--- config.mk ---
export PLATFORM = sky130hd
export DESIGN_NAME = lcg_regs
export DESIGN_NICKNAME = d
export VERILOG_FILES = /design/src/rtl/core/lcg_pkg.sv /design/src/rtl/core/lcg_regs.sv
export SDC_FILE = /design/constraint.sdc
export NUM_CORES = 1
export LEC_CHECK = 0
export BUFFER_PORTS_ARGS = -buffer_cell sky130_fd_sc_hd__buf_2
export CAP_MARGIN = 15
export CORE_MARGIN = 10
export CORE_UTILIZATION = 52
export DETAILED_ROUTE_END_ITERATION = 6
export PLACE_DENSITY = 0.86
export SKIP_LAST_GASP = 1
export SLEW_MARGIN = 20
export SYNTH_ARGS = -nofsm -noshare
export SYNTH_HDL_FRONTEND = slang
export SYNTH_SLANG_ARGS = --single-unit
--- constraint.sdc ---
create_clock -name clk_i -period 3.4 [get_ports clk_i]
set_input_delay 0.68 -clock clk_i [delete_from_list [all_inputs] [get_ports clk_i]]
set_output_delay 0.68 -clock clk_i [all_outputs]
set_load 0.01 [all_outputs]
--- src/rtl/core/lcg_pkg.sv ---
package lcg_pkg;

  // APB register file geometry: four 64-bit registers at 8-byte spacing
  localparam int unsigned APB_ADDR_W = 5;
  localparam int unsigned APB_DATA_W = 64;
  localparam int unsigned CNT_W      = 5;
  localparam int unsigned SYM_W      = 8;
  localparam int unsigned NUM_SYM    = 16;
  localparam int unsigned SIDX_W     = 4;

  typedef enum logic [1:0] {
    REG_SYMBOLS_LOW  = 2'd0,
    REG_SYMBOLS_HIGH = 2'd1,
    REG_SET_SIZE     = 2'd2,
    REG_PICK_COUNT   = 2'd3
  } reg_idx_e;

  typedef enum logic [1:0] {
    ST_IDLE,
    ST_SCAN,
    ST_EMIT,
    ST_EXHAUST
  } lcg_state_e;

  // Configuration seen by the datapath
  typedef struct packed {
    logic [NUM_SYM*SYM_W-1:0] symbols;
    logic [CNT_W-1:0]         set_size;
    logic [CNT_W-1:0]         pick_count;
    logic                     restart;
  } cfg_t;

  // Controller to datapath commands
  typedef struct packed {
    logic start;     // load scan index with k-1, clear emit index
    logic scan_dec;  // step scan index down
    logic scan_end;  // capture pivot and more flag
    logic rd_scan;   // position read uses scan index
    logic emit;      // load one symbol item, advance positions
    logic emit_exh;  // load the exhausted item
  } cmd_t;

  // Datapath to controller status
  typedef struct packed {
    logic hit;         // position at scan index can still grow
    logic d_zero;      // scan index at position 0
    logic i_last;      // emit index at k-1
    logic out_free;    // output register can take an item
    logic comb_valid;  // a combination is available
  } stat_t;

endpackage

--- src/rtl/core/lcg_regs.sv ---
module lcg_regs (
  input  logic                            clk_i,
  input  logic                            rst_ni,
  input  logic                            psel,
  input  logic                            penable,
  input  logic                            pwrite,
  input  logic [lcg_pkg::APB_ADDR_W-1:0]  paddr,
  input  logic [lcg_pkg::APB_DATA_W-1:0]  pwdata,
  output logic [lcg_pkg::APB_DATA_W-1:0]  prdata,
  output logic                            pready,
  output lcg_pkg::cfg_t                   cfg_o
);

  logic [lcg_pkg::APB_DATA_W-1:0] sym_lo_q, sym_hi_q;
  logic [lcg_pkg::CNT_W-1:0]      set_size_q, pick_count_q;
  logic                           wr;
  lcg_pkg::reg_idx_e              idx;

  assign wr     = psel & penable & pwrite;
  assign idx    = lcg_pkg::reg_idx_e'(paddr[lcg_pkg::APB_ADDR_W-1:3]);
  assign pready = 1'b1;

  // Register writes
  always_ff @(posedge clk_i or negedge rst_ni) begin
    if (!rst_ni) begin
      sym_lo_q     <= '0;
      sym_hi_q     <= '0;
      set_size_q   <= lcg_pkg::CNT_W'(1);
      pick_count_q <= lcg_pkg::CNT_W'(1);
    end else if (wr) begin
      case (idx)
        lcg_pkg::REG_SYMBOLS_LOW:  sym_lo_q     <= pwdata;
        lcg_pkg::REG_SYMBOLS_HIGH: sym_hi_q     <= pwdata;
        lcg_pkg::REG_SET_SIZE:     set_size_q   <= pwdata[lcg_pkg::CNT_W-1:0];
        lcg_pkg::REG_PICK_COUNT:   pick_count_q <= pwdata[lcg_pkg::CNT_W-1:0];
        default: ;
      endcase
    end
  end

  // Read mux
  always_comb begin
    case (idx)
      lcg_pkg::REG_SYMBOLS_LOW:  prdata = sym_lo_q;
      lcg_pkg::REG_SYMBOLS_HIGH: prdata = sym_hi_q;
      lcg_pkg::REG_SET_SIZE:     prdata = lcg_pkg::APB_DATA_W'(set_size_q);
      lcg_pkg::REG_PICK_COUNT:   prdata = lcg_pkg::APB_DATA_W'(pick_count_q);
      default:                   prdata = '0;
    endcase
  end

  // Any write restarts the enumeration at the same edge as the register update
  assign cfg_o.symbols    = {sym_hi_q, sym_lo_q};
  assign cfg_o.set_size   = set_size_q;
  assign cfg_o.pick_count = pick_count_q;
  assign cfg_o.restart    = wr;

endmodule

* Word-level counts from Yosys, hierarchy flattened
Cells that the tools add are included.
Operators by class: add/sub/neg operators 0, multipliers 0, divide/modulo/power cells 0, magnitude comparators 0, equal/unequal tests 3, shifts and indexed selects 0, mux-type cells 1, bitwise gates (word level) 2, reductions and logical operators 5
Operators by type and width (number):
- $pmux 64 s4 | 1
- $reduce_and 2->1 | 4
- $eq 2x2->1 const B | 2
- $and 1x1->1 | 2
- $eq 2x1->1 const B | 1
- $logic_not 2->1 | 1
Storage, ports and cells: bits in registers 138, latch bits 0, memory bits (writable) 0, bits in read-only memories 0, bits of input ports 74, output and inout bits 204, word-level logic and storage cells 15, memories kept 0

* Logic depth before layout (Yosys ltp)
depth in word-level cells 3, gate-level depth with buffers 6, mapped depth without buffers 3

* Least setup slack after synthesis
No wires, ideal clock.
kind input port to output port, start in paddr[3] (netlist name), end out prdata[13] (netlist name), arrival 1.572 ns, required time 2.720 ns, slack 1.148 ns, stages on the path 5, buffers on the path 3, cell sequence buf_2 -> buf_2 -> buf_4 -> mux2i_1 -> nor2_1
On the way: cells in the longest elaborated chain, start to end 2, elaborated cells on any way between the ends 5, those cells by class 3 x eq/ne; 1 x mux; 1 x reduce/logical
Ends and longest elaborated chain:
- start, declared | line lcg_regs.sv:7 | input logic [lcg_pkg::APB_ADDR_W-1:0] paddr,
- $eq 2x2->1, or another cell as far along | line lcg_regs.sv:43 | case (idx)
- $pmux 64 s4 (*) | line lcg_regs.sv:43
- end, declared | line lcg_regs.sv:9 | output logic [lcg_pkg::APB_DATA_W-1:0] prdata,
Every way passes the cells marked *; elsewhere a longest branch is shown, timed or not.

* Worst setup path in the final report
start in paddr[3] (netlist name), end out prdata[43] (netlist name)
The elaborated chain is that of the path after synthesis.

==> flow_metrics.tcl <==
set metrics [dict create \
    start_util_pct 53.7 \
    drc_errors 0 \
    grt_overflow 0 \
    synthAdderAreaFrac_pct 0 \
    rsz0062_at_grt "no" \
    synth_warnings 0 \
    grt_first_pass_wirelength_um 28900 \
    yosysUniqueCellTypes 18 \
    ys_seq_elements 138 \
    min_period_ns 2.76 \
    syn_to_final_growth_pct 31.1 \
    tns_ns 0 \
    cap_violations 0 \
    synthXorXnorAreaFrac_pct 0 \
    vias_per_cell 5.22 \
    drt-wirelength-per-cell_um 20.5 \
    slowest_delay_ns 0.49 \
    synth-compound-area-share_pct 0 \
    numCtsBuffers 17 \
    seqCellArea_um2 3460 \
    irDropWorstVdd_v 0.000437 \
    fp.dieH_um 132 \
    drtIter0Drc 150 \
    clk_latency_ns 0.42 \
    cts_max_level 4 \
    die-area_um2 17400 \
    die_w_um 132 \
    power_density_nw_per_um2 707 \
    setup_violations 0 \
    reg2reg_from "sym_lo_q[47]" \
    post-route-util_pct 70.4 \
    max_freq_mhz 363 \
    setup.worst_path.end "prdata[43]" \
    tightest_slew_ns 0.771 \
    multiInputGateArea_um2 2750 \
    postLayoutCellArea_um2 8560 \
    hold_viol 0 \
    synth_area_um2 6530 \
    drive_gt1_share_pct 63.7 \
    yosysSeqAreaShare_pct 52.9 \
    post-cts-setup-buffers 0 \
    ctsHoldBuffers 0 \
    arrival_ns 2.08 \
    cts_resized 0 \
    rows 40 \
    yosys.area_share.simple_pct 4.10 \
    nets 778 \
    syn_area_per_cell_um2 14.9 \
    end_kind "primary output" \
    drt_first_pass_iters 4 \
    antenna_found_initial 2 \
    crit_fanout 35 \
    timing.rr.end "sym_lo_q[47]" \
    grtUsageTotal_pct 20.5 \
    cp_num_buf_inv 3 \
    maxSlewViolCount 0 \
    crit_chain "buf_4 > buf_12 > mux2i_1 > nor2_1 > buf_2" \
    hp-class "input port to async pin" \
    cp-start-kind "input port" \
    cts.sinks 138 \
    io_pins 278 \
    wirelength_um 18100 \
    worstSetupPathType "input port to primary output" \
    grt_start_max_net_pins 75 \
    r2r_slack_ns 2.60 \
    core_um2 12200 \
    cp.depth 5 \
    crit_family "buffers and inverters" \
    num_vias 4623 \
    n_antenna_cell 0 \
    place.gp.congestion 0.801 \
    root_buffer "clkbuf_16" \
    skew_ns 0 \
    critPathLaunch "paddr[3]" \
    grt_pass1_vias 5204 \
    cts_tree "done" \
    synth_top_family_by_area "multiplexers" \
    fill_cells 824 \
    rr_worst_depth 1 \
    clk_pin_slew_worst_paths_ns 0.06 \
    antenna_left 0 \
    cts_buffer_depth 2 \
    placed_area_um2 7900 \
    p_leak_uw 0.00453 \
    synthMuxAreaShare_pct 38.0 \
    dp_hpwl_um 13500 \
    fin_crit_sh_pct 81.1 \
    slew-limit-headroom_pct 48.6 \
    critPathRequiredTime_ns 2.72 \
    slowest_stage "buf_4" \
    syn_inst 438 \
    port_buffers 273 \
    outcome "completed" \
    syn_nets 512 \
]
-- through the flow --
stage               hold slack [ns]  total power, uW  setup WS (ns)  cells
floorplan                     0.384             3220           1.15    438
global placement              0.505             3960          0.723    853
detailed placement            0.515             4050          0.646    853
CTS                           0.291             6120          0.653    885
global route                  0.303             6340          0.586    885
finish                        0.263             6050          0.643    885
-- cell families after synthesis --
kind of cell | after synthesis
buffers and inverters | 33
flip-flops | 138
AND/OR/NAND/NOR | 64
multiplexers | 202
other | 1
-- metal layers --
| metal | track usage [%] | wire [um] | vias up |
|---|---|---|---|
| met3 | 9.60 | 1700 | 34 |
| met1 | 22.0 | 6980 | 2329 |
| met2 | 34.8 | 9040 | 189 |
| met4 | 6.98 | 370 | 4 |
| li1 | - | - | 2067 |
| met5 | 0 | 27 | - |
-- synthesized netlist by cell type --
library cell  number  share of area, %
conb_1             1             0.057
buf_2              9              0.69
mux2_4            60                14
dfstp_2            2              0.80
buf_4              5              0.57
and3b_1            1              0.13
and3_1             1             0.096
nor2_1            59               3.4
nand3_1            1             0.077
buf_6              7               1.2
nor3b_4            1              0.29
clkbuf_1           5              0.29
nand3b_1           1              0.12
dfrtp_1          136                52
mux4_2             5               1.7
mux2i_1           59               9.0
buf_12             7               2.1
mux2_2            78                13
-- worst min path at each step --
stage | slack [ns] | end | start
global route | 0.30 | sym_hi_q[0] | rst_ni
CTS | 0.29 | sym_hi_q[1] | rst_ni
finish | 0.26 | sym_hi_q[0] | rst_ni
floorplan | 0.38 | pick_count_q[1] | rst_ni
global placement | 0.50 | pick_count_q[3] | pick_count_q[3]
detailed placement | 0.51 | sym_lo_q[23] | sym_lo_q[23]
-- power breakdown --
group	switching [uW]	internal [uW]
clock network	693	1360
logic	793	859
registers	316	2030
-- sequential cells by signal, indices dropped and copies added (netlist names) --
name          flops
sym_hi_q         64
pick_count_q      5
set_size_q        5
sym_lo_q         64
-- layout by cell type, fill, tap and decap left out, types with 3 or more instances in the layout --
| cell type | instances |
|---|---|
| buf_12 | 4 |
| buf_2 | 271 |
| buf_4 | 4 |
| bufinv_16 | 5 |
| clkbuf_16 | 17 |
| clkbuf_8 | 3 |
| clkinvlp_4 | 3 |
| dfrtp_1 | 136 |
| mux2_2 | 78 |
| mux2_4 | 60 |
| mux2i_1 | 59 |
| mux4_2 | 5 |
| nor2_1 | 59 |
-- layout make-up --
type	instances	area share (%)
clock inverter	11	2.24
clock buffer	21	5.50
multi-input combinational	267	32.2
timing repair buffer	280	17.3
sequential	138	40.4
tap	168	2.46
(Power assumes the default switching activity.)
