--- src/rtl/core/lcg_pkg.sv ---
package lcg_pkg;

  // APB register file geometry: four 64-bit registers at 8-byte spacing
  localparam int unsigned APB_ADDR_W = 5;
  localparam int unsigned APB_DATA_W = 64;
  localparam int unsigned CNT_W      = 5;
  localparam int unsigned SYM_W      = 8;
  localparam int unsigned NUM_SYM    = 16;
  localparam int unsigned SIDX_W     = 4;

  typedef enum logic [1:0] {
    REG_SYMBOLS_LOW  = 2'd0,
    REG_SYMBOLS_HIGH = 2'd1,
    REG_SET_SIZE     = 2'd2,
    REG_PICK_COUNT   = 2'd3
  } reg_idx_e;

  typedef enum logic [1:0] {
    ST_IDLE,
    ST_SCAN,
    ST_EMIT,
    ST_EXHAUST
  } lcg_state_e;

  // Configuration seen by the datapath
  typedef struct packed {
    logic [NUM_SYM*SYM_W-1:0] symbols;
    logic [CNT_W-1:0]         set_size;
    logic [CNT_W-1:0]         pick_count;
    logic                     restart;
  } cfg_t;

  // Controller to datapath commands
  typedef struct packed {
    logic start;     // load scan index with k-1, clear emit index
    logic scan_dec;  // step scan index down
    logic scan_end;  // capture pivot and more flag
    logic rd_scan;   // position read uses scan index
    logic emit;      // load one symbol item, advance positions
    logic emit_exh;  // load the exhausted item
  } cmd_t;

  // Datapath to controller status
  typedef struct packed {
    logic hit;         // position at scan index can still grow
    logic d_zero;      // scan index at position 0
    logic i_last;      // emit index at k-1
    logic out_free;    // output register can take an item
    logic comb_valid;  // a combination is available
  } stat_t;

endpackage

--- src/rtl/core/lcg_ctrl.sv ---
module lcg_ctrl (
  input  logic           clk_i,
  input  logic           rst_ni,
  input  logic           in_valid_i,
  input  logic           next_request_i,
  output logic           in_stall_o,
  input  lcg_pkg::stat_t stat_i,
  output lcg_pkg::cmd_t  cmd_o
);

  lcg_pkg::lcg_state_e state_q, state_d;

  always_ff @(posedge clk_i or negedge rst_ni) begin
    if (!rst_ni) begin
      state_q <= lcg_pkg::ST_IDLE;
    end else begin
      state_q <= state_d;
    end
  end

  // Next state
  always_comb begin
    state_d = state_q;
    case (state_q)
      lcg_pkg::ST_IDLE: begin
        if (in_valid_i && next_request_i) begin
          state_d = stat_i.comb_valid ? lcg_pkg::ST_SCAN : lcg_pkg::ST_EXHAUST;
        end
      end
      lcg_pkg::ST_SCAN: begin
        if (stat_i.hit || stat_i.d_zero) begin
          state_d = lcg_pkg::ST_EMIT;
        end
      end
      lcg_pkg::ST_EMIT: begin
        if (stat_i.out_free && stat_i.i_last) begin
          state_d = lcg_pkg::ST_IDLE;
        end
      end
      lcg_pkg::ST_EXHAUST: begin
        if (stat_i.out_free) begin
          state_d = lcg_pkg::ST_IDLE;
        end
      end
      default: state_d = lcg_pkg::ST_IDLE;
    endcase
  end

  // Outputs
  always_comb begin
    cmd_o      = '0;
    in_stall_o = 1'b1;
    case (state_q)
      lcg_pkg::ST_IDLE: begin
        in_stall_o  = 1'b0;
        cmd_o.start = in_valid_i & next_request_i & stat_i.comb_valid;
      end
      lcg_pkg::ST_SCAN: begin
        cmd_o.rd_scan  = 1'b1;
        cmd_o.scan_end = stat_i.hit | stat_i.d_zero;
        cmd_o.scan_dec = ~(stat_i.hit | stat_i.d_zero);
      end
      lcg_pkg::ST_EMIT: begin
        cmd_o.emit = stat_i.out_free;
      end
      lcg_pkg::ST_EXHAUST: begin
        cmd_o.emit_exh = stat_i.out_free;
      end
      default: ;
    endcase
  end

endmodule

--- config.mk ---
export PLATFORM = sky130hd
export DESIGN_NAME = lcg_ctrl
export DESIGN_NICKNAME = d
export VERILOG_FILES = /design/src/rtl/core/lcg_pkg.sv /design/src/rtl/core/lcg_ctrl.sv
export SDC_FILE = /design/constraint.sdc
export NUM_CORES = 1
export LEC_CHECK = 0
export ABC_CLOCK_PERIOD_IN_PS = 900
export CAP_MARGIN = 40
export CORE_AREA = 5 5 42 44
export CTS_CLUSTER_SIZE = 20
export DETAILED_ROUTE_END_ITERATION = 10
export DIE_AREA = 0 0 47 49
export DONT_BUFFER_PORTS = 1
export PLACE_DENSITY = 0.3
export SKIP_LAST_GASP = 1
export SLEW_MARGIN = 10
export SYNTH_ARGS = -nofsm -noshare
export SYNTH_HDL_FRONTEND = slang
export SYNTH_SLANG_ARGS = --single-unit
--- constraint.sdc ---
create_clock -name clk_i -period 0.9 [get_ports clk_i]
set_input_delay 0.09 -clock clk_i [delete_from_list [all_inputs] [get_ports clk_i]]
set_output_delay 0.09 -clock clk_i [all_outputs]
set_load 0.005 [all_outputs]
After elaboration in Yosys (flattened, before gate mapping)
Cells that the tools add are included.
Storage, ports and cells
  register bits: 2
  latch bits: 0
  memory bits (writable): 0
  memory bits (read-only): 0
  input bits: 9
  output and inout bits: 7
  logic and storage cells: 28
  memories kept: 0
Cells by class
  $add $sub $neg: 0
  multipliers: 0
  divide/modulo/power cells: 0
  order comparisons: 0
  equal/unequal tests: 7
  shift operators: 0
  mux-type cells: 11
  bitwise logic cells: 4
  reduce and logical (&&, ||, !) cells: 5
Operators by type and width (count)
  2-bit 2-to-1 mux: 5
  2-bit != test, second input constant: 4
  2-bit case mux with 4 select lines: 1
  2-bit == test, second input constant: 2
  1-bit 2-to-1 mux: 4
  4-bit AND reduction: 1
  3-bit 2-to-1 mux: 1
  1-bit AND: 2
  2-bit by 1-bit == test with 1-bit output, second input constant: 1
  1-bit logical AND: 2
  2-bit zero test: 1
  1-bit logical OR: 1
  1-bit inverter: 1
  1-bit OR: 1

Longest topological paths before layout
Gate-level depths: netlist of run 1.
  depth in word-level cells: 3
  mapped depth: 3
  gate-level depth less buffers: 3

Worst setup path after synthesis of run 1
OpenSTA, ideal clock, no wires.
  path kind: register to register
  start point: register state_q[1]
  end point: register state_q[1]
  setup time: 0.124 ns
  arrival: 0.873 ns
  required time: 0.776 ns
  slack: -0.097 ns
  cell stages (with the launch flop): 4
  buffers on the path: 0
  clock period less this slack: 0.997 ns
  cells stage by stage: dfrtp_1 or2b_1 o31ai_1 a211o_1
Between the ends
  word-level cells in the longest chain between the ends: 3
  elaborated cells on any way between the ends: 10
  those cells by class: 7 x eq/ne; 1 x mux; 2 x reduce/logical
RTL lines
  from (decl): line lcg_ctrl.sv:11  | lcg_pkg::lcg_state_e state_q, state_d;
  from (signal assigned): line lcg_ctrl.sv:15  | state_q <= lcg_pkg::ST_IDLE;
  from (signal assigned): line lcg_ctrl.sv:17  | state_q <= state_d;
  2-bit == test, or another cell as far along: line lcg_ctrl.sv:24  | case (state_q)
  2-bit != test (no source line)
  4-bit AND reduction (no source line)
Several ways; a longest one is shown, not always the timed one.
A chain may end at the register's enable or synchronous reset.

==> summary.md, run 1 <==
| Metric | Value |
|---|---|
| IO Pins | 16 |
| CP max-delay cell | dfrtp_1 |
| Biggest regs | state_q x2 |
| Top reg by flops | state_q |
| Slack of the critical path | -0.260 ns |
| First-pass GRT wire length | 841 microns |
| TritonRoute pass-1 iters | 1 |
| Failing checks | setup timing |
| CTS clk-pin slew, worst paths | 0.03 ns |
| Hold/Removal Path Class | input port to async pin |
| Synth Register Bits | 2 |
| DRT iter0 DRCs | 0 |
| CP max stage delay | 0.40 ns |
| Leading area contributor after synthesis | dfrtp_1 |
| Pwr Density | 2800 nW/um^2 |
| Aggregate global routing overflow | 0 |
| Via density | 4.04 |
| VDD IR max | 0.000846 V |
| Final design utilization | 22.3% |
| Setup CP Type | flop to output pin |
| RD Place Congestion | 0.721 |
| Max_cap viols | 0 |
| Largest net degree at the start of global routing | 6 |
| Avg WL per Cell | 11.9 microns |
| Clock tree root driver cell | clkbuf_4 |
| Final Hold Fails | 0 |
| Period utilization | 129% |
| Mean Syn Cell Area | 7.00 sq um |
| Synth-to-layout area growth | 103% |
| DR DRC count | 0 |
| Startpoint types | flop |
| Non-filler instance count after layout | 48 |
| TritonCTS clock tree | built |
| Worst Path Arrival | 1.07 ns |
| Die X-Extent | 47 microns |
| Status | finished with violations |
| Largest register FFs | 2 |
| Slew Limit Headroom | 86.7% |
| Share of layout cells above drive strength 1 | 56.3% |
| Setup_tns | -1.69 ns |
| TritonCTS Buffers | 3 |
| Vias in the first global route | 233 |
| Post-DP HPWL | 446 microns |
| CP Cell Sequence | or2_4 > nor3_4 |
| Yosys top cell area share | 32.5% |
| Via count | 194 |
| Largest delay share family, worst path | simple AND/OR/NAND/NOR gates |
| Post-DRT Antenna Nets | 0 |
| Clock buffer depth | 2 |
| Number of instances in the placed design | 41 |
| GRT Overall Usage | 5.42% |
| Initial antenna violation count | 0 |
| Cell count after synthesis | 22 |
| Rows | 14 |
| Cell Area, Synth | 154 sq um |
| Synth area leaders | dfrtp_1 (33%), nor3_1 (9.8%), nor2_1 (9.8%), inv_1 (7.3%), o21ai_0 (6.5%) |
| Starting Density | 11.0% |
| Worst path required time | 0.81 ns |
| Final min period | 1.16 ns |
| Clock Latency Late Sink | 0.23 ns |
| Pre-CTS setup slack | -0.133 ns |
| Sequential-to-total area share from yosys stat | 32.5% |
| Max FO, Critical Path | 5 |
| Area of the multi-input gates | 154 sq um |
| Finish-stage setup viols | 9 |
| RSZ-0062 raised after global routing | true |
| Core area | 1400 sq um |
| Register area | 50.0 sq um |
| Port Buffers | 0 |
| Setup Skew | 0.00153 ns |
| Die area | 2300 sq um |
| Max Clk Rate | 0.862 GHz |
| Antenna Cells | 0 |
| Leakage | 0.149 nW |
| Slew Limit Fails | 0 |
| Clock Sinks | 2 |
| WL final | 573 microns |
| Measured slew at the worst slew-check pin | 0.198 ns |
| Die height | 49 microns |
| Design Area, Final | 313 sq um |
| H-tree depth | 1 |
| Setup crit end kind | output pin |
| Ys Warns | 0 |
| Worst path bufs/invs | 0 |
| Syn nets | 31 |
| Post-DP Area | 201 sq um |
| Number of distinct library cells after synthesis | 12 |
| # fillers | 172 |
| Nets@finish | 43 |
-- final timing paths --
kind / slack (ns) / cells past startpoint / endpoint / start
worst max-delay path: -0.26 / 2 / cmd_o[5] / state_q[1]$_DFFE_PN0P_
worst min-delay path: 0.09 / 1 / state_q[0]$_DFFE_PN0P_ / rst_ni
worst max register to register: -0.20 / 5 / state_q[0]$_DFFE_PN0P_ / state_q[1]$_DFFE_PN0P_
worst min register to register: 0.60 / 2 / state_q[0]$_DFFE_PN0P_ / state_q[0]$_DFFE_PN0P_
max in group asynchronous: 0.68 / 1 / state_q[1]$_DFFE_PN0P_ / rst_ni
min in group clk_i: 0.11 / 3 / state_q[0]$_DFFE_PN0P_ / stat_i[4]
-- cells in the final DEF, fill, tap and decap left out, drive strengths merged, types with 2 or more instances in the layout --
cell type  count
inv            3
buf            6
nand2          2
nor2           4
o21ai          2
dfrtp          2
nor3           3
clkbuf         3
-- synthesized netlist by cell type, drive strengths merged --
cell type  count
nor3           3
dfrtp          2
o31ai          1
or2b           1
o21ai          2
inv            3
a211o          1
nand2b         1
nor2b          1
nor2           4
or2            1
nand2          2
-- layout make-up --
cell class | count | share of cell area (%)
clock buffer | 3 | 7.20
inverter | 3 | 3.60
multi-input combinational | 17 | 49.2
timing repair buffer | 7 | 17.6
tap | 16 | 6.40
sequential | 2 | 16.0
-- what timing repair did --
item                                   4_1_cts  5_1_grt
hold buffers                                 1        0
pin swaps                                    2        1
gates resized for setup                      5       10
setup buffers                                3        0
endpoints found under the hold margin        2        0
setup endpoints to repair                    9        9
-- cells by family (layout without fill, tap and decap cells) --
family / after synthesis / after routing / share of synthesized area, %
simple gates: 13 / 13 / 43.1
buf+inv: 3 / 13 / 7.32
compound gates: 4 / 4 / 17.1
flops: 2 / 2 / 32.5
-- routing by layer --
metal,track usage (%),vias up,part of all wire (%)
li1,-,94,-
met1,5.04,84,35
met2,8.14,14,47
met3,2.21,2,15
met4,5.53,0,3.3
met5,0,-,0
-- metrics by stage --
stage	power [mW]	hold WS (ns)
after detailed placement	0.470	-0.206
after floorplan	0.335	-0.206
final	0.877	0.0943
after global placement	0.457	-0.205
after global routing	0.959	0.0910
after CTS	0.789	0.0860
-- where the power goes --
group	internal (mW)	total (mW)	switching (mW)
sequential	0.127	0.161	0.0341
combinational	0.286	0.515	0.229
clock	0.147	0.201	0.0540
-- worst register-to-register path, cell delays in order (launching register included) --
cell and delay (ns):
dfrtp_1 0.40, buf_4 0.15, buf_4 0.14, nor3_4 0.17, o21ai_1 0.07, o21ai_1 0.08
(Power assumes the default switching activity.)
==> run 2: changes to the inputs <==
--- a/config.mk
+++ b/config.mk
@@ -7,12 +7,14 @@
 export LEC_CHECK = 0
 export ABC_CLOCK_PERIOD_IN_PS = 900
 export CAP_MARGIN = 40
-export CORE_AREA = 5 5 42 44
+export CELL_PAD_IN_SITES_DETAIL_PLACEMENT = 0
+export CELL_PAD_IN_SITES_GLOBAL_PLACEMENT = 2
+export CORE_AREA = 8 8 45 47
 export CTS_CLUSTER_SIZE = 20
 export DETAILED_ROUTE_END_ITERATION = 10
-export DIE_AREA = 0 0 47 49
+export DIE_AREA = 0 0 53 55
 export DONT_BUFFER_PORTS = 1
-export PLACE_DENSITY = 0.3
+export PLACE_DENSITY = 0.45
 export SKIP_LAST_GASP = 1
 export SLEW_MARGIN = 10
 export SYNTH_ARGS = -nofsm -noshare
==> run 2 against run 1 <==
  * The flow still finishes with violations (setup timing)
  * Register-to-register slack worse by 0.04 ns
  * Combinational power is 37% higher
  * Count of clock-buffer cells in the layout did not move
  * Setup slack lost 0.014 ns
  * Fmax down 1.2%
  * Utilization up 5.5 points
  * Sequential share of layout area down 2.7 points
  * Hold slack better by 0.0053 ns
  * Sequential cell count unchanged
  * Critical path type unchanged
  * Largest cell class unchanged
  * Highest routed layer unchanged
==> summary.md, run 2 (synthesis results as in run 1) <==
| Metric | Value |
|---|---|
| Rows | 14 (unchanged) |
| Biggest regs | state_q x2 (unchanged) |
| Post-DRT Antenna Nets | 0 (unchanged) |
| Non-filler instance count after layout | 52 (was 48) |
| Slack of the critical path | -0.274 ns (was -0.260 ns) |
| Max_cap viols | 0 (unchanged) |
| TritonCTS clock tree | built (unchanged) |
| Worst Path Arrival | 1.08 ns (was 1.07 ns) |
| Aggregate global routing overflow | 0 (unchanged) |
| Clock tree root driver cell | clkbuf_4 (unchanged) |
| Die X-Extent | 53 microns (was 47 microns) |
| RSZ-0062 raised after global routing | true (unchanged) |
| Leakage | 0.179 nW (was 0.149 nW) |
| Status | finished with violations (unchanged) |
| Slew Limit Fails | 0 (unchanged) |
| DR DRC count | 0 (unchanged) |
| Setup_tns | -2.05 ns (was -1.69 ns) |
| RD Place Congestion | 0.599 (was 0.721) |
| Fin Hold WS | 0.0996 ns (was 0.0943 ns) |
| Worst path required time | 0.81 ns (about the same) |
| Number of instances in the placed design | 42 (was 41) |
| Final min period | 1.17 ns (was 1.16 ns) |
| Measured slew at the worst slew-check pin | 0.201 ns (was 0.198 ns) |
| Starting Density | 11.1% (was 11.0%) |
| First-pass GRT wire length | 1060 microns (was 841 microns) |
| Largest register FFs | 2 (unchanged) |
| TritonRoute pass-1 iters | 3 (was 1) |
| Hold/Removal Path Class | input port to async pin (unchanged) |
| Die area | 2920 sq um (was 2300 sq um) |
| Final Hold Fails | 0 (unchanged) |
| R2R Setup Slk | -0.24 ns (was -0.20 ns) |
| Slew Limit Headroom | 86.5% (was 86.7%) |
| Largest net degree at the start of global routing | 7 (was 6) |
| Via density | 4.04 (about the same) |
| Clock Latency Late Sink | 0.22 ns (was 0.23 ns) |
| Avg WL per Cell | 12.4 microns (was 11.9 microns) |
| RR Startpoint | state_q[1]$_DFFE_PN0P_ (unchanged) |
| Nets@finish | 47 (was 43) |
| H-tree depth | 1 (unchanged) |
| Antenna Cells | 0 (unchanged) |
| Synth-to-layout area growth | 150% (was 103%) |
| Pwr Density | 2800 nW/um^2 (about the same) |
| Cells on worst reg2reg path | 4 (was 5) |
| CTS clk-pin slew, worst paths | 0.03 ns (about the same) |
| VDD IR max | 0.000657 V (was 0.000846 V) |
| Finish-stage setup viols | 9 (unchanged) |
| IO Pins | 16 (unchanged) |
| Max Clk Rate | 0.852 GHz (was 0.862 GHz) |
| Clock buffer depth | 2 (unchanged) |
| TritonCTS Buffers | 3 (unchanged) |
| Post-DP HPWL | 492 microns (was 446 microns) |
| Failing checks | setup timing (unchanged) |
| Share of layout cells above drive strength 1 | 69.4% (was 56.3%) |
| Startpoint types | flop (unchanged) |
| Final design utilization | 27.8% (was 22.3%) |
| Most common cell after layout, fill and taps aside | buf_6 (was buf_4) |
| Most frequent cells in the layout | buf_6 (6), nor2_4 (3), clkbuf_4 (3), buf_4 (3) (was buf_4 (6), inv_1 (3), nor3_4 (3), clkbuf_4 (3)) |
| R2r endpoint | state_q[1]$_DFFE_PN0P_ (was state_q[0]$_DFFE_PN0P_) |
| Setup Skew | 0.00221 ns (was 0.00153 ns) |
| Setup CP Type | flop to output pin (unchanged) |
| Post-DP Area | 209 sq um (was 201 sq um) |
| Max FO, Critical Path | 6 (was 5) |
| Clock Sinks | 2 (unchanged) |
| Via count | 210 (was 194) |
| # fillers | 155 (was 172) |
| Die height | 55 microns (was 49 microns) |
| Top reg by flops | state_q (unchanged) |
| DRT iter0 DRCs | 1 (was 0) |
| Core area | 1380 sq um (was 1400 sq um) |
| Setup crit end kind | output pin (unchanged) |
| Port Buffers | 0 (unchanged) |
| WL final | 646 microns (was 573 microns) |
| GRT Overall Usage | 5.91% (was 5.42%) |
| Initial antenna violation count | 0 (unchanged) |
| Vias in the first global route | 266 (was 233) |
| Period utilization | 130% (was 129%) |
| Design Area, Final | 385 sq um (was 313 sq um) |
==> run 2: cell types whose count changed in the layout (fill, tap and decap cells not counted), sizes merged <==
cell,previous run,this run
buf,6,10
==> run 2: power by group <==
| group | switching, mW | internal, mW | total, mW | leakage (nW) |
|---|---|---|---|---|
| clock network | 0.0486 | 0.147 | 0.195 | 0.0138 |
| registers | 0.0496 | 0.132 | 0.181 | 0.0242 |
| logic | 0.263 | 0.441 | 0.704 | 0.141 |
| total | 0.361 | 0.720 | 1.08 | 0.179 |
==> run 2: critical path, cell delays in order (launching register included) <==
cell     delay, ns
dfrtp_2       0.43
or2_4         0.26
nor3_4        0.17
==> run 2: worst max-delay path by stage <==
stage                             endpoint  slack (ns)                    from
global route                      cmd_o[5]       -0.34  state_q[1]$_DFFE_PN0P_
detailed placement  state_q[1]$_DFFE_PN0P_       -0.14  state_q[1]$_DFFE_PN0P_
global placement                  cmd_o[3]       -0.11  state_q[1]$_DFFE_PN0P_
CTS                               cmd_o[5]       -0.31  state_q[1]$_DFFE_PN0P_
floorplan           state_q[1]$_DFFE_PN0P_       -0.06  state_q[1]$_DFFE_PN0P_
finish                            cmd_o[5]       -0.27  state_q[1]$_DFFE_PN0P_
==> run 2: per-layer routing <==
metal / up-vias / GRT usage [%] / wire (microns)
li1: 103 / - / -
met1: 92 / 3.66 / 208
met2: 13 / 8.01 / 300
met3: 2 / 5.08 / 115
met4: 0 / 10.3 / 21
met5: - / 0 / 0
==> run 2: stage by stage <==
stage	worst slack, ns	total power [mW]
2_1_floorplan	-0.0625	0.335
6_report	-0.274	1.08
3_5_place_dp	-0.138	0.476
5_1_grt	-0.336	1.18
4_1_cts	-0.311	1.05
3_3_place_gp	-0.115	0.469
==> run 2: layout make-up <==
type / instances / area (sq um) / area share, %
multi-input cells: 17 / 160 / 41.6
repair buffers: 11 / 120 / 31.2
flip-flops and latches: 2 / 51.3 / 13.3
clock buffers: 3 / 22.5 / 5.84
well taps: 16 / 20.0 / 5.19
inverters: 3 / 11.3 / 2.92
==> run 2: repair_timing <==
action | in CTS | in global routing
hold endpoints to repair | 2 | 0
hold buffers | 1 | 0
setup endpoints to repair | 9 | 9
pin swaps | 4 | 3
setup buffers | 6 | 1
gates cloned | 0 | 0
gates resized for setup | 20 | 7
