### src/rtl/core/lcg_pkg.sv
package lcg_pkg;

  // APB register file geometry: four 64-bit registers at 8-byte spacing
  localparam int unsigned APB_ADDR_W = 5;
  localparam int unsigned APB_DATA_W = 64;
  localparam int unsigned CNT_W      = 5;
  localparam int unsigned SYM_W      = 8;
  localparam int unsigned NUM_SYM    = 16;
  localparam int unsigned SIDX_W     = 4;

  typedef enum logic [1:0] {
    REG_SYMBOLS_LOW  = 2'd0,
    REG_SYMBOLS_HIGH = 2'd1,
    REG_SET_SIZE     = 2'd2,
    REG_PICK_COUNT   = 2'd3
  } reg_idx_e;

  typedef enum logic [1:0] {
    ST_IDLE,
    ST_SCAN,
    ST_EMIT,
    ST_EXHAUST
  } lcg_state_e;

  // Configuration seen by the datapath
  typedef struct packed {
    logic [NUM_SYM*SYM_W-1:0] symbols;
    logic [CNT_W-1:0]         set_size;
    logic [CNT_W-1:0]         pick_count;
    logic                     restart;
  } cfg_t;

  // Controller to datapath commands
  typedef struct packed {
    logic start;     // load scan index with k-1, clear emit index
    logic scan_dec;  // step scan index down
    logic scan_end;  // capture pivot and more flag
    logic rd_scan;   // position read uses scan index
    logic emit;      // load one symbol item, advance positions
    logic emit_exh;  // load the exhausted item
  } cmd_t;

  // Datapath to controller status
  typedef struct packed {
    logic hit;         // position at scan index can still grow
    logic d_zero;      // scan index at position 0
    logic i_last;      // emit index at k-1
    logic out_free;    // output register can take an item
    logic comb_valid;  // a combination is available
  } stat_t;

endpackage

### src/rtl/core/lcg_dp.sv
module lcg_dp #(
  parameter int unsigned MAX_SET = 16
) (
  input  logic                           clk_i,
  input  logic                           rst_ni,
  input  lcg_pkg::cfg_t                  cfg_i,
  input  lcg_pkg::cmd_t                  cmd_i,
  output lcg_pkg::stat_t                 stat_o,
  output logic                           out_valid_o,
  input  logic                           out_stall_i,
  output logic [lcg_pkg::SYM_W-1:0]      symbol_o,
  output logic [lcg_pkg::SIDX_W-1:0]     symbol_index_o,
  output logic                           last_o,
  output logic                           more_after_o,
  output logic                           exhausted_o
);

  localparam int unsigned IW = $clog2(MAX_SET);
  localparam logic [lcg_pkg::CNT_W-1:0] MaxN = lcg_pkg::CNT_W'(MAX_SET);

  logic [IW-1:0]             pos_q [MAX_SET];
  logic [IW-1:0]             d_q, i_q, pivot_q, prev_q;
  logic                      more_q, exh_q;
  logic [lcg_pkg::CNT_W-1:0] n_eff, k, limit;
  logic [IW-1:0]             rd_addr, rd_pos, new_pos;
  logic                      upd;

  // Effective set size and pick count
  assign n_eff = (cfg_i.set_size > MaxN) ? MaxN : cfg_i.set_size;
  assign k     = cfg_i.pick_count;

  // Single read port into the position registers
  assign rd_addr = cmd_i.rd_scan ? d_q : i_q;
  assign rd_pos  = pos_q[rd_addr];

  // Position at scan index may grow while below n-k+d
  assign limit = n_eff - k + lcg_pkg::CNT_W'(d_q);

  assign stat_o.hit        = lcg_pkg::CNT_W'(rd_pos) < limit;
  assign stat_o.d_zero     = (d_q == '0);
  assign stat_o.i_last     = (lcg_pkg::CNT_W'(i_q) == k - lcg_pkg::CNT_W'(1));
  assign stat_o.out_free   = ~out_valid_o | ~out_stall_i;
  assign stat_o.comb_valid = ~exh_q & (k != '0) & (k <= n_eff);

  // Pivot is incremented, later positions refill one past the previous
  assign upd     = more_q && (i_q >= pivot_q);
  assign new_pos = (i_q == pivot_q) ? rd_pos + IW'(1) : prev_q + IW'(1);

  // Position registers
  always_ff @(posedge clk_i or negedge rst_ni) begin
    if (!rst_ni) begin
      for (int j = 0; j < MAX_SET; j++) begin
        pos_q[j] <= IW'(j);
      end
    end else if (cfg_i.restart) begin
      for (int j = 0; j < MAX_SET; j++) begin
        pos_q[j] <= IW'(j);
      end
    end else if (cmd_i.emit && upd) begin
      pos_q[i_q] <= new_pos;
    end
  end

  // Scan and emit counters, pivot and flags
  always_ff @(posedge clk_i or negedge rst_ni) begin
    if (!rst_ni) begin
      d_q     <= '0;
      i_q     <= '0;
      pivot_q <= '0;
      prev_q  <= '0;
      more_q  <= 1'b0;
      exh_q   <= 1'b0;
    end else begin
      if (cfg_i.restart) begin
        exh_q <= 1'b0;
      end
      if (cmd_i.start) begin
        d_q <= IW'(k - lcg_pkg::CNT_W'(1));
        i_q <= '0;
      end
      if (cmd_i.scan_dec) begin
        d_q <= d_q - IW'(1);
      end
      if (cmd_i.scan_end) begin
        more_q  <= stat_o.hit;
        pivot_q <= d_q;
        if (!stat_o.hit) begin
          exh_q <= 1'b1;
        end
      end
      if (cmd_i.emit) begin
        i_q <= i_q + IW'(1);
        if (upd) begin
          prev_q <= new_pos;
        end
      end
    end
  end

  // Output register
  always_ff @(posedge clk_i or negedge rst_ni) begin
    if (!rst_ni) begin
      out_valid_o <= 1'b0;
    end else if (cmd_i.emit || cmd_i.emit_exh) begin
      out_valid_o <= 1'b1;
    end else if (!out_stall_i) begin
      out_valid_o <= 1'b0;
    end
  end

  always_ff @(posedge clk_i) begin
    if (cmd_i.emit) begin
      symbol_o       <= cfg_i.symbols[lcg_pkg::SYM_W*lcg_pkg::SIDX_W'(rd_pos) +:
                                      lcg_pkg::SYM_W];
      symbol_index_o <= lcg_pkg::SIDX_W'(rd_pos);
      last_o         <= stat_o.i_last;
      more_after_o   <= more_q;
      exhausted_o    <= 1'b0;
    end else if (cmd_i.emit_exh) begin
      symbol_o       <= '0;
      symbol_index_o <= '0;
      last_o         <= 1'b1;
      more_after_o   <= 1'b0;
      exhausted_o    <= 1'b1;
    end
  end

endmodule

### config.mk
export PLATFORM = sky130hd
export DESIGN_NAME = lcg_dp
export DESIGN_NICKNAME = d
export VERILOG_FILES = /design/src/rtl/core/lcg_pkg.sv /design/src/rtl/core/lcg_dp.sv
export SDC_FILE = /design/constraint.sdc
export NUM_CORES = 1
export LEC_CHECK = 0
export BUFFER_PORTS_ARGS = -buffer_cell sky130_fd_sc_hd__buf_2
export CAP_MARGIN = 5
export CORE_ASPECT_RATIO = 0.8
export CORE_MARGIN = 2
export CORE_UTILIZATION = 45
export DETAILED_ROUTE_END_ITERATION = 6
export GPL_ROUTABILITY_DRIVEN = 0
export PLACE_DENSITY = 0.71
export SYNTH_ARGS = -nofsm -noshare
export SYNTH_HDL_FRONTEND = slang
export SYNTH_SLANG_ARGS = --single-unit
### constraint.sdc
create_clock -name clk_i -period 8.81 [get_ports clk_i]
set_input_delay 0.4405 -clock clk_i [delete_from_list [all_inputs] [get_ports clk_i]]
set_output_delay 0.4405 -clock clk_i [all_outputs]
set_load 0.05 [all_outputs]
=== Yosys cells after proc, flatten, opt, wreduce, memory -nomap -nowiden ===
Cells that the tools add are included.

* Word-level logic and storage cells: 93
* Flip-flop bits (word level): 98
* Input port bits: 148

* Magnitude comparators: 7
* Equal/unequal tests: 3
* Reductions and logical operators: 11
* Shift operators: 1
* Bitwise gates (word level): 8
* Add/subtract/negate cells: 7
* Multiplexer cells: 28

{| class="wikitable"
|+ Operator list
! kind !! count
|-
| two-way mux 64 bit || 2
|-
| variable part select 128 x 8 -> 8 bit || 1
|-
| bitwise mux 64 bit || 1
|-
| two-way mux 4 bit || 11
|-
| binary-select mux 4 bit (select 4 bit) || 1
|-
| demux 4 bit (select 4 bit) || 1
|-
| two-way mux 8 bit || 2
|-
| adder 4 x 1 -> 4 bit (second input constant) || 3
|-
| >= comparator 5 bit (second input constant) || 2
|-
| inverter 4 -> 5 bit || 2
|-
| two-way mux 1 bit || 9
|-
| nonzero test 2 bit || 4
|-
| adder 5 x 4 -> 5 bit || 1
|-
| equality test 4 x 5 -> 1 bit || 1
|-
| greater-than comparator 5 bit (second input constant) || 1
|-
| less-or-equal comparator 5 bit || 1
|-
| < comparator 4 x 5 -> 1 bit || 1
|-
| < comparator 5 x 1 -> 1 bit (second input constant) || 1
|-
| two-way mux 5 bit || 1
|-
| nonzero test 5 bit || 1
|-
| subtractor 5 x 1 -> 5 bit (second input constant) || 1
|-
| subtractor 5 bit || 1
|-
| equality test 4 bit || 1
|-
| >= comparator 4 bit || 1
|-
| 9 further kinds || 14
|}

=== Depth between registers and ports, before layout ===
Gate-level depths: netlist (run 1).

* Depth in word-level cells: 10
* Mapped depth: 15

=== Worst setup path after synthesis (run 1) ===
Ideal clock, no wire load.

* Path type: in2out
* Start point: input cmd_i[2] (netlist name)
* End point: output stat_o[4] (netlist name)
* Path slack: 3.953 ns
* Cell stages on the path: 13
* Buffers on the path: 4
* Data arrival time: 4.416 ns
* Required time: 8.370 ns
* Cell sequence: buf_4 -> mux2i_1 -> buf_4 -> mux4_2 -> a22oi_1 -> nand2_1 -> buf_2 -> buf_1 -> ha_1 -> a21boi_0 -> o21a_1 -> o21a_1 -> o21ai_0

{| class="wikitable"
|+ RTL lines
! item !! RTL line !! text
|-
| from (decl) || lcg_dp.sv:7 || <nowiki>input lcg_pkg::cmd_t cmd_i,</nowiki>
|-
| to (decl) || lcg_dp.sv:8 || <nowiki>output lcg_pkg::stat_t stat_o,</nowiki>
|}

==> impl_metrics.py, run 1 <==
metrics = {
    "worst_setup_path": {
        "worstSetupStartpointType": "flop",
        "slowest_stage": "mux4_2",
        "worst-path-stages": 12,
        "crit_chain": "mux2i_2, buf_4, mux4_2, a22oi_1, nand2_2, buf_4, ha_1, a21boi_0, o21a_1, o21a_1, o21ai_0, buf_2",
        "r2r-end": "symbol_o[2]$_SDFFCE_PN0P_",
        "critPathTopFamily": "compound AO/OA/AOI/OAI gates",
        "r2r_slack_ns": 4.47,
        "crit_fanout": 52,
        "worstSetupEndpointType": "output port",
        "worstPathBufferInverterCount": 3,
        "worstPathRequired_ns": 8.37,
        "rr_worst_depth": 9,
        "crit_arrival_ns": 3.98,
        "critical_path.max_stage_delay_ns": 0.54,
        "crit_type": "reg2out",
        "worstReg2RegStart": "i_q[2]$_DFFE_PN0P_",
    },
    "cts": {
        "h-tree-depth": 3,
        "cts_root_buffer": "clkbuf_16",
        "cts_resized": 0,
        "ctsHoldBuffers": 1,
        "post_cts_buffers": 0,
        "clock_latency_ns": 0.35,
        "clk_pin_slew_ns": 0.07,
        "cts_tree": "yes",
        "cts_buffer_depth": 2,
        "numClockSinks": 98,
        "cts_made_buffers": 9,
    },
    "grt": {
        "antenna_found_initial": 0,
        "grt_pass1_wl_um": 30300,
        "grt-ovfl-total": 0,
        "grt_pass1_vias": 5513,
        "groute.usage.overall": 0.243,
        "grt_max_degree": 67,
    },
    "route": {
        "dr.pass1.iters": 5,
        "antenna_left": 0,
        "vias": 6042,
        "wirelength_um": 19700,
        "drt_iter0_drc": 639,
        "drc": 0,
        "via_per_inst": 5.89,
        "wl_per_cell_um": 19.2,
    },
    "floorplan": {
        "core_area_mm2": 0.0144,
        "die_area_mm2": 0.0159,
        "start_util": 0.465,
        "ioPinCount": 169,
        "placementRows": 39,
        "dieWidth_um": 141,
        "die_y_um": 113,
    },
    "sta": {
        "fin_skew_ns": 0.00557,
        "rsz0062_at_grt": "no",
        "min_period_ns": 4.43,
        "hold_violations": 0,
        "fin_tns_setup_ns": 0,
        "finalCritPeriodShare": 0.502,
        "drv_slew": 0,
        "setup_violations": 0,
        "relSlewSlack": 0.429,
        "timing.fmax_mhz": 226,
        "tightest_slew_ns": 0.857,
    },
    "layout": {
        "area_growth_pct": 18.6,
        "mostFrequentLayoutCell": "buf_2",
        "drive_gt1_frac": 0.321,
        "final_cell_mix": "buf_2 (167), nand2_1 (78), mux2i_1 (53)",
        "multiInputGateArea_mm2": 0.00382,
        "instances_no_fill": 1026,
        "seq_area_mm2": 0.00256,
        "nNetsFinal": 1014,
        "fillers": 1303,
        "n_antenna_cell": 0,
    },
    "worst_hold_path": {
        "min_path_type": "in2reg",
        "worstHoldStart": "cmd_i[0]",
        "worst_hold_path.num_cells": 3,
        "holdPathEnd": "exhausted_o$_SDFFE_PP0P_",
    },
    "logic_synthesis": {
        "ys_ff_latch": 98,
        "synth-main-ff-cell": "dfrtp_1",
        "synth.avg_cell_area_um2": 9.67,
        "synth_area_mm2": 0.00672,
        "syn-num-nets": 872,
        "async_flop_share": 0.847,
        "synth-edff-count": 14,
        "seq_area_frac_synth": 0.381,
        "ys.warnings.count": 0,
        "synth_cell_type_count": 56,
        "synthCells": 695,
    },
    "place": {
        "io_buffers": 168,
        "hpwl_um": 14500,
        "dp_cells": 1009,
    },
    "outcome": {
        "status": "finished, final reports clean",
    },
    "pwr": {
        "p_per_area_mw_per_mm2": 252,
        "leakagePower_nw": 3.72,
        "peakVddDrop_mv": 0.138,
    },
    "flow_run": {
        "drv_cap": 0,
    },
}
[sequential cells by signal, summed over array words and instances, names as in the netlist]
register        flops
exhausted_o         1
pivot_q             4
last_o              1
symbol_o            8
pos_q              64
i_q                 4
exh_q               1
d_q                 4
more_after_o        1
prev_q              4
more_q              1
out_valid_o         1
symbol_index_o      4
[power by group]
part	internal [mW]	total (mW)	switching, mW
Combinational	0.363	1.04	0.674
Clock	0.229	0.406	0.178
Sequential	0.523	0.567	0.0444
[synthesized netlist by cell type, types with 4 or more instances]
| cell type | n | area, µm² |
|---|---|---|
| nand2b_1 | 4 | 25.0 |
| fa_1 | 4 | 80.1 |
| buf_2 | 11 | 55.1 |
| nor2b_1 | 5 | 31.3 |
| mux2_2 | 15 | 169 |
| xnor2_1 | 7 | 61.3 |
| o2111ai_1 | 10 | 87.6 |
| ha_1 | 25 | 313 |
| clkbuf_1 | 27 | 101 |
| o31ai_1 | 8 | 60.1 |
| mux2i_1 | 55 | 551 |
| a21o_1 | 4 | 30.0 |
| mux4_2 | 12 | 270 |
| a221o_1 | 8 | 80.1 |
| inv_1 | 33 | 124 |
| o211ai_1 | 24 | 180 |
| nand2_1 | 79 | 297 |
| nor2_1 | 39 | 146 |
| edfxtp_1 | 14 | 420 |
| nor3_1 | 5 | 25.0 |
| o21ai_1 | 4 | 20.0 |
| a211oi_2 | 5 | 62.6 |
| o21ai_0 | 21 | 105 |
| and2_1 | 21 | 131 |
| a21oi_1 | 34 | 170 |
| xor2_1 | 6 | 52.6 |
| and3_1 | 5 | 31.3 |
| a31oi_1 | 10 | 62.6 |
| buf_6 | 4 | 45.0 |
| nand3_1 | 39 | 195 |
| a211oi_1 | 21 | 158 |
| o22ai_1 | 4 | 25.0 |
| dfstp_2 | 32 | 841 |
| dfrtp_1 | 51 | 1280 |
| o41ai_1 | 8 | 70.1 |
| mux2_4 | 5 | 75.1 |
| a22oi_1 | 4 | 30.0 |
[area by class of cell]
cell class                 count  area share
clock inverter                 3     0.00330
multi-input combinational    515       0.479
sequential                    98       0.321
clock buffer                  13      0.0355
timing repair buffer         179       0.116
inverter                      34      0.0160
tap                          184      0.0289
[worst max path at each step]
stage | startpoint | end
3_3_place_gp | cmd_i[2] | symbol_o[3]$_SDFFCE_PN0P_
3_5_place_dp | cmd_i[2] | symbol_o[5]$_SDFFCE_PN0P_
5_1_grt | i_q[2]$_DFFE_PN0P_ | symbol_o[2]$_SDFFCE_PN0P_
2_1_floorplan | cmd_i[2] | stat_o[4]
4_1_cts | i_q[0]$_DFFE_PN0P_ | stat_o[4]
6_report | i_q[0]$_DFFE_PN0P_ | stat_o[4]
[metrics by stage]
step                hold WS (ns)  power, mW  setup WS, ns   util  area, µm²
floorplan                  0.145       1.33          3.95      -       6720
global placement           0.319       1.59          4.46  0.530       7650
detailed placement         0.319       1.59          4.37  0.530       7650
CTS                        0.306       2.01          4.38  0.552       7970
global route               0.318       2.13          4.14  0.552       7970
finish                     0.315       2.01          4.38  0.552       7970
[worst min-delay path, stage by stage]
cell and delay (ns):
buf_2 0.09, nor2_1 0.03, nor2_1 0.07
[metal layers]
metal  vias up  routed length (µm)  global-route usage
met2       244                8720               0.353
met3        19                1560              0.0495
met1      2931                9190               0.376
li1       2848                   -                   -
met4         0                 207              0.0467
met5         -                   0                   0
[kinds of logic after synthesis]
family | after synthesis | share of synthesized area
DFF | 98 | 0.381
muxes | 90 | 0.163
AOI/OAI and AO/OA | 177 | 0.186
adders and majority gates | 29 | 0.0585
buffers and inverters | 82 | 0.0540
xor gates and xnor gates | 13 | 0.0169
and+or+nand+nor | 206 | 0.141
Power figures use the tool's default switching activity.
==> inputs of run 2 (changes only) <==
--- a/config.mk
+++ b/config.mk
@@ -12,7 +12,7 @@
 export CORE_UTILIZATION = 45
 export DETAILED_ROUTE_END_ITERATION = 6
 export GPL_ROUTABILITY_DRIVEN = 0
-export PLACE_DENSITY = 0.71
+export PLACE_DENSITY = 0.74
 export SYNTH_ARGS = -nofsm -noshare
 export SYNTH_HDL_FRONTEND = slang
 export SYNTH_SLANG_ARGS = --single-unit
==> constraint.sdc (replaced) <==
create_clock -name clk_i -period 3.5 [get_ports clk_i]
set_input_delay 0.175 -clock clk_i [delete_from_list [all_inputs] [get_ports clk_i]]
set_output_delay 0.175 -clock clk_i [all_outputs]
set_load 0.05 [all_outputs]
==> impl_metrics.py, run 2 (synthesis gave the netlist of run 1 again) <==
metrics = {
    "sta": {
        "hold_violations": 0,
        "fin_skew_ns": 0.00827,
        "setup_violations": 0,
        "finalCritPeriodShare": 0.977,
        "relSlewSlack": 0.310,
        "tightest_slew_ns": 1.04,
        "min_period_ns": 3.42,
        "drv_slew": 0,
        "finalWorstSetupSlack_ns": 0.0795,
        "fin_tns_setup_ns": 0,
        "timing.fmax_mhz": 292,
        "rsz0062_at_grt": "yes",
    },
    "layout": {
        "nNetsFinal": 1030,
        "seq_area_mm2": 0.00256,
        "largest_reg_flops": 64,
        "mostFrequentLayoutCell": "buf_2",
        "final_cell_mix": "buf_2 (167), nand2_1 (78), mux2i_1 (51), dfrtp_1 (51)",
        "fin_area_mm2": 0.00823,
        "drive_gt1_frac": 0.343,
        "reg_top3": "pos_q (64), symbol_o (8)",
        "multiInputGateArea_mm2": 0.00387,
        "area_growth_pct": 22.4,
        "regMostFlops": "pos_q",
        "n_antenna_cell": 0,
        "fillers": 1261,
    },
    "outcome": {
        "status": "finished, final reports clean",
    },
    "worst_setup_path": {
        "crit_top_cell": "o21a_1",
        "crit_type": "reg2out",
        "critical_path.max_stage_delay_ns": 0.54,
        "worstSetupStartpointType": "flop",
        "r2r_slack_ns": 0.16,
        "slowest_stage": "mux4_2",
        "worstPathRequired_ns": 3.32,
        "cp-endpoint": "stat_o[4]",
        "crit_arrival_ns": 3.25,
        "r2r-end": "symbol_o[3]$_SDFFCE_PN0P_",
        "worstSetupStartpoint": "d_q[0]$_DFFE_PN0P_",
        "crit_fanout": 15,
        "worstSetupEndpointType": "output port",
        "worstReg2RegStart": "d_q[1]$_DFFE_PN0P_",
        "crit_chain": "mux2i_2, buf_12, mux4_2, a22oi_2, nand2_2, ha_1, a21boi_0, o21a_1, o21a_1, o21ai_4, buf_6",
        "rr_worst_depth": 10,
    },
    "route": {
        "antenna_left": 0,
        "wl_per_cell_um": 19.4,
        "vias": 6254,
        "drt_iter0_drc": 647,
        "dr.pass1.iters": 5,
        "wirelength_um": 20200,
        "via_per_inst": 6.00,
        "drc": 0,
    },
    "cts": {
        "cts_made_buffers": 9,
        "clock_latency_ns": 0.35,
        "numClockSinks": 98,
        "ctsHoldBuffers": 0,
        "cts_tree": "yes",
        "cts_root_buffer": "clkbuf_16",
        "h-tree-depth": 3,
        "clk_pin_slew_ns": 0.07,
        "cts_buffer_depth": 2,
    },
    "place": {
        "hpwl_um": 14900,
        "placed_area_mm2": 0.00783,
        "io_buffers": 168,
        "dp_slack_ns": 0.0567,
    },
    "pwr": {
        "leakagePower_nw": 3.84,
        "p_per_area_mw_per_mm2": 653,
        "peakVddDrop_mv": 0.365,
    },
    "floorplan": {
        "start_util": 0.465,
        "ioPinCount": 169,
        "placementRows": 39,
        "core_area_mm2": 0.0144,
        "dieWidth_um": 141,
        "die_area_mm2": 0.0159,
        "die_y_um": 113,
    },
    "flow_run": {
        "drv_cap": 0,
    },
    "grt": {
        "grt_max_degree": 84,
        "groute.usage.overall": 0.247,
        "antenna_found_initial": 0,
        "grt-ovfl-total": 0,
        "grt_pass1_vias": 5693,
        "grt_pass1_wl_um": 30900,
    },
    "worst_hold_path": {
        "min_path_type": "in2async",
    },
}
[run 2: cell types whose count changed in the layout (fill, tap and decap cells not counted), moves of 2 or more]
| cell | previous run | this run |
|---|---|---|
| mux2i_1 | 53 | 51 |
| buf_6 | 0 | 2 |
| buf_12 | 0 | 3 |
| buf_4 | 11 | 21 |
| a22oi_2 | 0 | 2 |
| a22oi_1 | 4 | 2 |
| inv_8 | 0 | 2 |
| clkbuf_1 | 2 | 0 |
[run 2: cell type report]
cell class	instances	share of cell area
clock buffer	10	0.0304
clock inverter	6	0.00791
inverter	34	0.0155
multi-input combinational	515	0.470
sequential	98	0.311
tap	184	0.0280
timing repair buffer	195	0.137
[run 2: how the worst min path moves through the flow]
| stage | depth (start not counted) | endpoint | slack, ns |
|---|---|---|---|
| floorplan | 0 | d_q[0]$_DFFE_PN0P_ | -0.12 |
| global placement | 3 | exhausted_o$_SDFFE_PP0P_ | 0.40 |
| detailed placement | 3 | exhausted_o$_SDFFE_PP0P_ | 0.41 |
| CTS | 3 | exhausted_o$_SDFFE_PP0P_ | 0.04 |
| global route | 3 | out_valid_o$_DFFE_PN0P_ | 0.07 |
| finish | 1 | pos_q[29]$_DFFE_PN0P_ | 0.004 |
[run 2: repair_timing]
action | in CTS | in global routing
buffers inserted | 0 | 0
endpoints found under the setup margin | 1 | 12
hold endpoints to repair | 0 | 0
gates resized for setup | 2 | 9
pin swaps | 0 | 1
gates cloned | 0 | 2
[run 2: stage by stage]
step	total power, mW	util	hold slack [ns]	std cells
after detailed placement	4.18	0.542	0.408	1024
after CTS	5.24	0.564	0.0439	1040
after floorplan	3.39	-	-0.121	695
after global routing	5.66	0.569	0.0699	1042
final	5.37	0.569	0.00373	1042
after global placement	4.15	0.542	0.402	1024
[run 2: worst max-delay path, delay by kind of cell (launching register included)]
family	cells	cell delay [ns]
mux	2	0.77
buf+inv	2	0.38
fa+ha+maj	1	0.31
simple gates	1	0.15
flops	1	0.39
compound gates	5	0.88
[run 2: metal layers]
layer  routed length, µm  global-route usage  vias up  part of all wire
met2                8800               0.354      296              0.44
met1                9320               0.375     3039              0.46
met4                 386              0.0700        0             0.019
met5                   0                   0        -                 0
met3                1670              0.0533       31             0.083
li1                    -                   -     2888                 -
[run 2: report_power, final]
part,internal [mW],switching [mW]
Sequential,1.32,0.0895
Clock,0.548,0.484
Combinational,1.10,1.84
Total,2.96,2.41
==> inputs of run 3 (changes only) <==
--- a/config.mk
+++ b/config.mk
@@ -5,6 +5,7 @@
 export SDC_FILE = /design/constraint.sdc
 export NUM_CORES = 1
 export LEC_CHECK = 0
+export ABC_AREA = 1
 export BUFFER_PORTS_ARGS = -buffer_cell sky130_fd_sc_hd__buf_2
 export CAP_MARGIN = 5
 export CORE_ASPECT_RATIO = 0.8
@@ -12,7 +13,7 @@
 export CORE_UTILIZATION = 45
 export DETAILED_ROUTE_END_ITERATION = 6
 export GPL_ROUTABILITY_DRIVEN = 0
-export PLACE_DENSITY = 0.74
+export PLACE_DENSITY = 0.73
 export SYNTH_ARGS = -nofsm -noshare
 export SYNTH_HDL_FRONTEND = slang
 export SYNTH_SLANG_ARGS = --single-unit
==> impl_metrics.py, run 3 <==
metrics = {
    "sta": {
        "timing.fmax_mhz": 303,
        "tightest_slew_ns": 1.07,
        "hold_violations": 0,
        "setup_violations": 0,
        "drv_slew": 0,
        "finalCritPeriodShare": 0.944,
        "fin_skew_ns": 0.00644,
        "min_period_ns": 3.30,
        "fin_tns_setup_ns": 0,
        "relSlewSlack": 0.290,
        "rsz0062_at_grt": "no",
    },
    "worst_setup_path": {
        "crit_chain": "inv_2, o21ai_4, nand3_1, nand3_1, nand3_1, nand2_1, ha_1, nand2_1, nor2_1, nand2_1, inv_1, or2_2, inv_1, buf_6",
        "worstSetupStartpointType": "flop",
        "slowest_stage": "dfrtp_1",
        "worstPathBufferInverterCount": 4,
        "crit_type": "reg2out",
        "worstReg2RegStart": "i_q[1]$_DFFE_PN0P_",
        "crit_fanout": 16,
        "critical_path.max_stage_delay_ns": 0.51,
        "critPathTopFamily": "simple AND/OR/NAND/NOR gates",
        "r2r_slack_ns": 0.62,
        "r2r-end": "symbol_o[7]$_SDFFCE_PN0P_",
        "worstPathRequired_ns": 3.32,
        "rr_worst_depth": 12,
        "worstSetupEndpointType": "output port",
        "crit_arrival_ns": 3.13,
    },
    "cts": {
        "cts_made_buffers": 9,
        "h-tree-depth": 3,
        "ctsHoldBuffers": 0,
        "clock_latency_ns": 0.35,
        "cts_buffer_depth": 2,
        "cts_root_buffer": "clkbuf_16",
        "cts_tree": "yes",
        "clk_pin_slew_ns": 0.07,
        "numClockSinks": 98,
    },
    "flow_run": {
        "drv_cap": 0,
    },
    "pwr": {
        "p_per_area_mw_per_mm2": 625,
        "leakagePower_nw": 4.47,
        "peakVddDrop_mv": 0.324,
    },
    "layout": {
        "regMostFlops": "pos_q",
        "fillers": 1545,
        "reg_top3": "pos_q (64), symbol_o (8)",
        "final_cell_mix": "nand2_1 (255), inv_1 (202), buf_2 (166)",
        "mostFrequentLayoutCell": "nand2_1",
        "nNetsFinal": 1374,
        "area_growth_pct": 18.3,
        "drive_gt1_frac": 0.236,
        "n_antenna_cell": 0,
        "instances_no_fill": 1417,
        "largest_reg_flops": 64,
    },
    "grt": {
        "groute.usage.overall": 0.256,
        "antenna_found_initial": 0,
        "grt_pass1_wl_um": 35700,
        "grt_max_degree": 84,
        "grt-ovfl-total": 0,
        "grt_pass1_vias": 7138,
    },
    "route": {
        "wl_per_cell_um": 15.5,
        "antenna_left": 0,
        "via_per_inst": 5.25,
        "drt_iter0_drc": 618,
        "dr.pass1.iters": 5,
        "wirelength_um": 21900,
        "vias": 7444,
        "drc": 0,
    },
    "floorplan": {
        "die_area_mm2": 0.0174,
        "die_y_um": 118,
        "ioPinCount": 169,
        "placementRows": 41,
        "core_area_mm2": 0.0159,
        "dieWidth_um": 147,
        "start_util": 0.463,
    },
    "logic_synthesis": {
        "synth_cell_type_count": 45,
        "async_flop_share": 0.847,
        "synth_largest_area_cell": "dfrtp_1",
        "synth-edff-count": 14,
        "seq_area_frac_synth": 0.347,
        "synthCells": 1040,
        "ys.warnings.count": 0,
        "yosys-top-cells-area": "dfrtp_1 (17%), nand2_1 (13%), dfstp_2 (11%)",
        "synth-main-ff-cell": "dfrtp_1",
        "synth_area_mm2": 0.00736,
        "synth.avg_cell_area_um2": 7.08,
        "yosysMostFrequentCell": "nand2_1",
        "ys_ff_latch": 98,
        "ys_top_cells_by_count": "nand2_1 (256), inv_1 (202), nand3_1 (111)",
        "syn-num-nets": 1217,
        "synth_top_area_share": 0.173,
    },
    "place": {
        "io_buffers": 168,
        "hpwl_um": 16300,
        "dp_cells": 1400,
    },
    "outcome": {
        "status": "finished, final reports clean",
    },
    "worst_hold_path": {
        "min_path_type": "in2async",
    },
}
[run 3: layout make-up]
cell class / instances / area (µm²) / area share
sequential: 98 / 2560 / 0.294
inverter: 210 / 788 / 0.0904
clock inverter: 2 / 11.3 / 0.00129
clock buffer: 14 / 274 / 0.0314
tap: 215 / 269 / 0.0309
timing repair buffer: 191 / 1050 / 0.120
multi-input combinational: 687 / 3770 / 0.432
[run 3: repair_timing]
item | in CTS | in global routing
setup endpoints to repair | 0 | 1
buffers inserted | 0 | 1
resized for setup | 0 | 7
[run 3: metal layers]
| layer | track usage | share of wire |
|---|---|---|
| met5 | 0 | 0 |
| met4 | 0.0823 | 0.021 |
| met3 | 0.0618 | 0.093 |
| met2 | 0.388 | 0.43 |
| met1 | 0.362 | 0.45 |
[run 3: worst max path at each step]
stage,start,to,slack [ns],cells after the start
2_1_floorplan,cfg_i[6],stat_o[4],0.24,11
3_3_place_gp,cfg_i[6],stat_o[4],0.20,18
3_5_place_dp,cfg_i[6],stat_o[4],0.09,18
4_1_cts,d_q[2]$_DFFE_PN0P_,stat_o[4],0.05,15
5_1_grt,cfg_i[6],stat_o[4],0.02,18
6_report,i_q[1]$_DFFE_PN0P_,stat_o[4],0.20,14
[run 3: logic make-up (layout without fill, tap and decap cells)]
group | Yosys count | in the layout | synth area share
and+or+nand+nor | 478 | 478 | 0.287
buffers and inverters | 255 | 417 | 0.143
AOI/OAI and AO/OA | 172 | 172 | 0.159
DFF | 98 | 98 | 0.347
adders and majority gates | 29 | 29 | 0.0533
xor gates and xnor gates | 8 | 8 | 0.00951
[run 3: per-stage QoR]
| stage | setup slack [ns] | util | instance area, µm² | hold slack [ns] | total power [mW] |
|---|---|---|---|---|---|
| floorplan | 0.239 | - | 7360 | -0.121 | 3.59 |
| global placement | 0.196 | 0.528 | 8400 | 0.419 | 4.39 |
| detailed placement | 0.0886 | 0.528 | 8400 | 0.418 | 4.43 |
| CTS | 0.0488 | 0.546 | 8690 | 0.0475 | 5.40 |
| global route | 0.0171 | 0.548 | 8720 | 0.0603 | 5.82 |
| finish | 0.196 | 0.548 | 8720 | 0.0296 | 5.45 |
[run 3: power by group]
group          switching (mW)  internal (mW)
Clock                   0.425          0.539
Combinational            2.08          0.977
Sequential             0.0849           1.35
Total                    2.58           2.87
